`src/rtl/vtx_pkg.sv`:
```
package vtx_pkg;

    localparam int DIM           = 4;
    localparam int WORD_W        = 32;
    localparam int IDX_W         = 2;
    localparam int PROD_W        = 2 * WORD_W;
    localparam int PAIR_W        = PROD_W + 1;
    localparam int SUM_W         = PROD_W + 2;
    localparam int FRAC_BITS_DEF = 16;

    localparam logic KIND_LOAD  = 1'b0;
    localparam logic KIND_XFORM = 1'b1;

    typedef logic signed [WORD_W-1:0] t_word;
    typedef t_word t_row [DIM];

    typedef struct packed {
        logic signed [WORD_W-1:0] out_x;
        logic signed [WORD_W-1:0] out_y;
        logic signed [WORD_W-1:0] out_z;
        logic signed [WORD_W-1:0] out_w;
    } t_result;

endpackage

```
`src/rtl/vtx_out_if.sv`:
```
interface vtx_out_if;
    logic           valid;
    logic           ready;
    vtx_pkg::t_word out_x;
    vtx_pkg::t_word out_y;
    vtx_pkg::t_word out_z;
    vtx_pkg::t_word out_w;

    modport source (output valid, out_x, out_y, out_z, out_w, input ready);
    modport sink (input valid, out_x, out_y, out_z, out_w, output ready);
endinterface

```
`src/rtl/vtx_merge.sv`:
```
module vtx_merge (
    input  logic             i_clk,
    input  logic             i_rst_n,
    input  logic             i_up_valid,
    input  vtx_pkg::t_row    i_lane_res,
    output logic             o_up_ready,
    vtx_out_if.source        o_out
);

    vtx_pkg::t_result n_up;
    vtx_pkg::t_result r_out;
    vtx_pkg::t_result r_hold;
    logic             r_out_valid;
    logic             r_hold_valid;

    always_comb begin
        n_up.out_x = i_lane_res[0];
        n_up.out_y = i_lane_res[1];
        n_up.out_z = i_lane_res[2];
        n_up.out_w = i_lane_res[3];
    end

    assign o_up_ready = !r_hold_valid;

    always_ff @(posedge i_clk) begin
        if (!i_rst_n) begin
            r_out_valid  <= 1'b0;
            r_hold_valid <= 1'b0;
        end else if (!r_out_valid || o_out.ready) begin
            if (r_hold_valid) begin
                r_out_valid  <= 1'b1;
                r_hold_valid <= 1'b0;
            end else begin
                r_out_valid <= i_up_valid;
            end
        end else if (i_up_valid && !r_hold_valid) begin
            r_hold_valid <= 1'b1;
        end
    end

    always_ff @(posedge i_clk) begin
        if (!r_out_valid || o_out.ready) begin
            r_out <= r_hold_valid ? r_hold : n_up;
        end else if (!r_hold_valid) begin
            r_hold <= n_up;
        end
    end

    assign o_out.valid = r_out_valid;
    assign o_out.out_x = r_out.out_x;
    assign o_out.out_y = r_out.out_y;
    assign o_out.out_z = r_out.out_z;
    assign o_out.out_w = r_out.out_w;

endmodule

```
`src/flat_wrapper.sv`:
```
// flat-port wrapper written by rule: the top's interface ports become plain ports
module vtx_merge_flat 
  (i_clk, i_rst_n, i_up_valid, i_lane_res, o_up_ready, o_out_valid, o_out_out_x, o_out_out_y, o_out_out_z, o_out_out_w, o_out_ready);
  vtx_out_if o_out_i ();
  input  logic i_clk;
  input  logic i_rst_n;
  input  logic i_up_valid;
  input  vtx_pkg::t_row i_lane_res;
  output logic o_up_ready;
  output wire logic [$bits(o_out_i.valid)-1:0] o_out_valid;
  output wire logic [$bits(o_out_i.out_x)-1:0] o_out_out_x;
  output wire logic [$bits(o_out_i.out_y)-1:0] o_out_out_y;
  output wire logic [$bits(o_out_i.out_z)-1:0] o_out_out_z;
  output wire logic [$bits(o_out_i.out_w)-1:0] o_out_out_w;
  input wire logic [$bits(o_out_i.ready)-1:0] o_out_ready;
  assign o_out_valid = o_out_i.valid;
  assign o_out_out_x = o_out_i.out_x;
  assign o_out_out_y = o_out_i.out_y;
  assign o_out_out_z = o_out_i.out_z;
  assign o_out_out_w = o_out_i.out_w;
  assign o_out_i.ready = o_out_ready;
  vtx_merge u_core (.i_clk(i_clk), .i_rst_n(i_rst_n), .i_up_valid(i_up_valid), .i_lane_res(i_lane_res), .o_up_ready(o_up_ready), .o_out(o_out_i));
endmodule
```
`config.mk`:
```
export PLATFORM = sky130hd
export DESIGN_NAME = vtx_merge_flat
export DESIGN_NICKNAME = d
export VERILOG_FILES = /design/src/rtl/vtx_pkg.sv /design/src/rtl/vtx_out_if.sv /design/src/rtl/vtx_merge.sv /design/src/flat_wrapper.sv
export SDC_FILE = /design/constraint.sdc
export NUM_CORES = 1
export LEC_CHECK = 0
export ABC_AREA = 1
export BUFFER_PORTS_ARGS = -buffer_cell sky130_fd_sc_hd__buf_2
export CORE_MARGIN = 2
export CORE_UTILIZATION = 33
export CTS_CLUSTER_SIZE = 10
export DETAILED_ROUTE_END_ITERATION = 8
export GPL_TIMING_DRIVEN = 0
export SLEW_MARGIN = 15
export SYNTH_ARGS = -nofsm -noshare
export SYNTH_HDL_FRONTEND = slang
export SYNTH_SLANG_ARGS = --single-unit
```
`constraint.sdc`:
```
create_clock -name i_clk -period 11 [get_ports i_clk]
set_clock_uncertainty 0.2 [all_clocks]
set_input_delay 2.2 -clock i_clk [delete_from_list [all_inputs] [get_ports i_clk]]
set_output_delay 2.2 -clock i_clk [all_outputs]
set_load 0.02 [all_outputs]
```
Yosys cells after proc, flatten, opt, wreduce, memory -nomap -nowiden

Index checks and enable logic that the tools add are counted.

Register bits: 258
Bits of input ports: 132
Output and inout bits: 130
Word-level logic and storage cells: 18

Mux-type cells: 2
Bitwise gates (word level): 1
Reduce and logical (&&, ||, !) cells: 5

Operator list:

| cell                | number |
|---|---|
| $mux W128           | 1 |
| $logic_not A1 Y1    | 2 |
| $reduce_or A2 Y1    | 1 |
| $logic_and A1 B1 Y1 | 1 |
| $logic_or A1 B1 Y1  | 1 |
| $mux W1             | 1 |
| $not A1 Y1          | 1 |

Logic depth before layout (Yosys ltp)

Word-level depth: 3
Mapped depth: 6
Gate-level depth less buffers: 3

Least setup slack after synthesis

Ideal clock, no wire load.

Path type: input to register
Start: input o_out_ready
End: register u_core.r_hold[0] (netlist bit), enable pin
Library setup time: 0.715 ns
Data arrival time: 8.666 ns
Required time: 10.085 ns
Setup slack: 1.419 ns
Stages: 3
Buffers on the path: 0
Path through: inv_1 -> nand2_1 -> inv_1

Cells in the longest elaborated chain, start to end: 1

Ends and longest elaborated chain:

| what                   | line               | source |
|---|---|---|
| start: declaration     | flat_wrapper.sv:15 | `input wire logic [$bits(o_out_i.ready)-1:0] o_out_ready;` |
| $logic_or A1 B1 Y1     | vtx_merge.sv:42    | `if (!r_out_valid \|\| o_out.ready) begin` |
| end signal: assignment | vtx_merge.sv:45    | `r_hold <= n_up;` |
| end: declaration       | vtx_merge.sv:12    | `vtx_pkg::t_result r_hold;` |

No other way between the ends.
A chain may end at the register's enable or synchronous reset.

Worst setup path after layout

Start: register u_core.r_hold_valid
End: output o_up_ready

Cells in the longest elaborated chain, start to end: 1

Ends and longest elaborated chain:

| what                     | line              | source |
|---|---|---|
| start: declaration       | vtx_merge.sv:14   | `logic r_hold_valid;` |
| start signal: assignment | vtx_merge.sv:28   | `r_hold_valid <= 1'b0;` |
| start signal: assignment | vtx_merge.sv:32   | `r_hold_valid <= 1'b0;` |
| start signal: assignment | vtx_merge.sv:37   | `r_hold_valid <= 1'b1;` |
| $logic_not A1 Y1         | vtx_merge.sv:23   | `assign o_up_ready = !r_hold_valid;` |
| end: declaration         | flat_wrapper.sv:9 | `output logic o_up_ready;` |

No other way between the ends.

==> metrics <==
H-tree depth 1; insertion delay to the later sink of the worst-skew pair 0.54 ns; Yosys cell types 12; Post-Synth Simple-Gate Area 15.4%; total CTS buffers 30; placed cell area 11300 um^2; Hold Crit Depth 2; first-pass GRT wire length 33200 um; Post-Syn Nets 812; Clock Tree Root clkbuf_16; ratio of cells with drive above 1 in the final layout 33.2%; syn_area_per_cell 13.9 um^2; Tot Pwr 2.25 mW; initial DRC count 342; fin crit share 35.2%; clk sinks 258; fin crit period 3.87 ns; ys async rst share 0%; Vias 5837; CP required 8.60 ns; most common cell in the netlist nand2_1; Final Hold Vio Count 0; HP Start u_core.r_hold[76]; DP Wirelength 14200 um; Die Y 173 um; Die Wd 173 um; largest net degree at the start of global routing 70; CTS tree yes; Post-CTS Resized 0; reg2reg start u_core.o_out.valid; dominant cell type by area after synthesis edfxtp_1; outcome finished clean; Rel. slew slack 65.0%; row count 61; fmax 258 MHz; critical path class reg2out; max-cap check violation count 0; CTS Hold Buffers Added 0; unrepaired setup endpoints after global routing false; antenna violations before repair 2; # nets final 1109; Final Core Density 43.5%; CP max FO 10; Critical Path AT 1.47 ns; Port Buffers 261; synthesized area 9460 um^2; total grt overflow 0; sequential fraction of the synthesis area 81.7%; total wire length 21300 um; pwr dens 185 nW/um^2; Hold Path Class reg2reg; Worst-path clk slew 0.05 ns; Hold Path Sink u_core.r_hold[76]; Worst Setup End Kind output port; first-pass iteration count of the detailed router 4; most common library cells after synthesis nand2_1 (386), edfxtp_1 (256), buf_4 (13), buf_6 (12), buf_2 (3); setup ws final 7.13 ns; Reg2Reg Depth 4; synth warn 0; maximum VDD drop 0.000126 V; post-synth top area share 81.3%; Setup WS pre-CTS 6.67 ns; ranking of synthesized cells by area edfxtp_1 (81%), nand2_1 (15%), buf_6 (1.4%); ANT nets after route 0; leak pwr 5.28 nW; EDFF count, synth 256; hold_ws 0.340 ns; XOR/XNOR Fraction of Synth Area 0%; reg2reg end u_core.r_hold[59]; total track usage 13.9%; Syn-to-layout area delta 28.9%; WL per Instance 15.6 um; effective utilization at floorplan 33.8%; final RePlAce weighted congestion 0.713; postcts setup bufs 0; Vias/cell 4.26; post-synthesis mux area share 0%; core area 28000 um^2; Filler cells 2657; worst slew pin tran 0.524 ns; Post-Synth Adder-Cell Area 0%; CP startpoint kind flip-flop; Synth Flop Type edfxtp_1; I/O pins 262; CTS Buffer Depth 3; main combinational cell family by area after synthesis simple AND/OR/NAND/NOR gates; die area 30000 um^2; Final Max Slew Viols 0; R2R Setup Slk 8.71 ns; post-layout instance area 12200 um^2; cell count after synthesis 680; Remaining DRCs 0; endpoints failing setup 0; Synth Area in Compound Gates 0.0529%; synthesis-stage register bit count 258; vias in the first global route 6139
## per-stage QoR
step	cells	TNS, ns
detailed placement	1323	0
finish	1369	0
floorplan	680	0
global placement	1319	-577.02
global route	1367	0
CTS	1367	0
## cell families after synthesis
| family | Yosys count |
|---|---|
| AND/OR/NAND/NOR | 389 |
| buffers and inverters | 32 |
| AO/OA/AOI/OAI | 1 |
| flip-flops | 258 |
## worst max-delay path by stage
stage / startpoint / end / slack, ns / cells after the start
floorplan: o_out_ready / u_core.r_hold[0] / 1.42 / 3
global placement: o_out_ready / u_core.r_hold[56] / -4.52 / 4
detailed placement: o_out_ready / u_core.r_hold[55] / 6.67 / 6
CTS: u_core.r_hold_valid / o_up_ready / 7.07 / 4
global route: u_core.r_hold_valid / o_up_ready / 7.05 / 4
finish: u_core.r_hold_valid / o_up_ready / 7.13 / 4
## per-layer routing
metal | share of wire [%] | routed length (um) | GRT usage [%]
met1 | 44 | 9290 | 18.3
met2 | 45 | 9650 | 22.3
met5 | 0.052 | 11 | 0
met3 | 8.5 | 1800 | 4.45
met4 | 2.5 | 531 | 3.78
## state kept, by name, indices dropped and copies added, names as in the netlist
name                 count
u_core.o_out.out_z      32
u_core.o_out.out_w      32
u_core.o_out.out_y      32
u_core.o_out.valid       1
u_core.r_hold          128
u_core.o_out.out_x      32
u_core.r_hold_valid      1
## cell type report
type                            count  area (um^2)  area share (%)
Antenna cell                        2         5.00          0.0410
Buffer                             29          251            2.06
Clock buffer                       42          817            6.70
Clock inverter                      2         33.8           0.277
Inverter                            3         21.3           0.174
Multi-Input combinational cell    390         1470            12.1
Sequential cell                   258         7730            63.4
Tap cell                          378          473            3.88
Timing Repair Buffer              265         1390            11.4
## critical path, stage by stage, from the launching register on
cell,delay [ns]
dfxtp_1,0.29
buf_4,0.15
inv_4,0.06
buf_2,0.23
buf_2,0.21
## report_power, final
| group | total [mW] | internal, mW | switching [mW] |
|---|---|---|---|
| combinational | 0.195 | 0.0628 | 0.132 |
| sequential | 1.17 | 1.16 | 0.0154 |
| clock | 0.882 | 0.528 | 0.354 |
## placed cells by master (no fill, tap or decap)
cell type,count
clkbuf_1,12
dfxtp_1,2
nand3_1,1
buf_6,12
nor2_1,2
clkbuf_16,31
inv_1,1
buf_12,3
bufinv_16,1
buf_4,13
clkinv_1,1
nand2_4,1
nand2_1,385
inv_4,1
diode_2,2
buf_16,1
buf_2,264
o21ai_0,1
inv_8,1
edfxtp_1,256
Note: power is estimated with default switching activity, not from simulation.
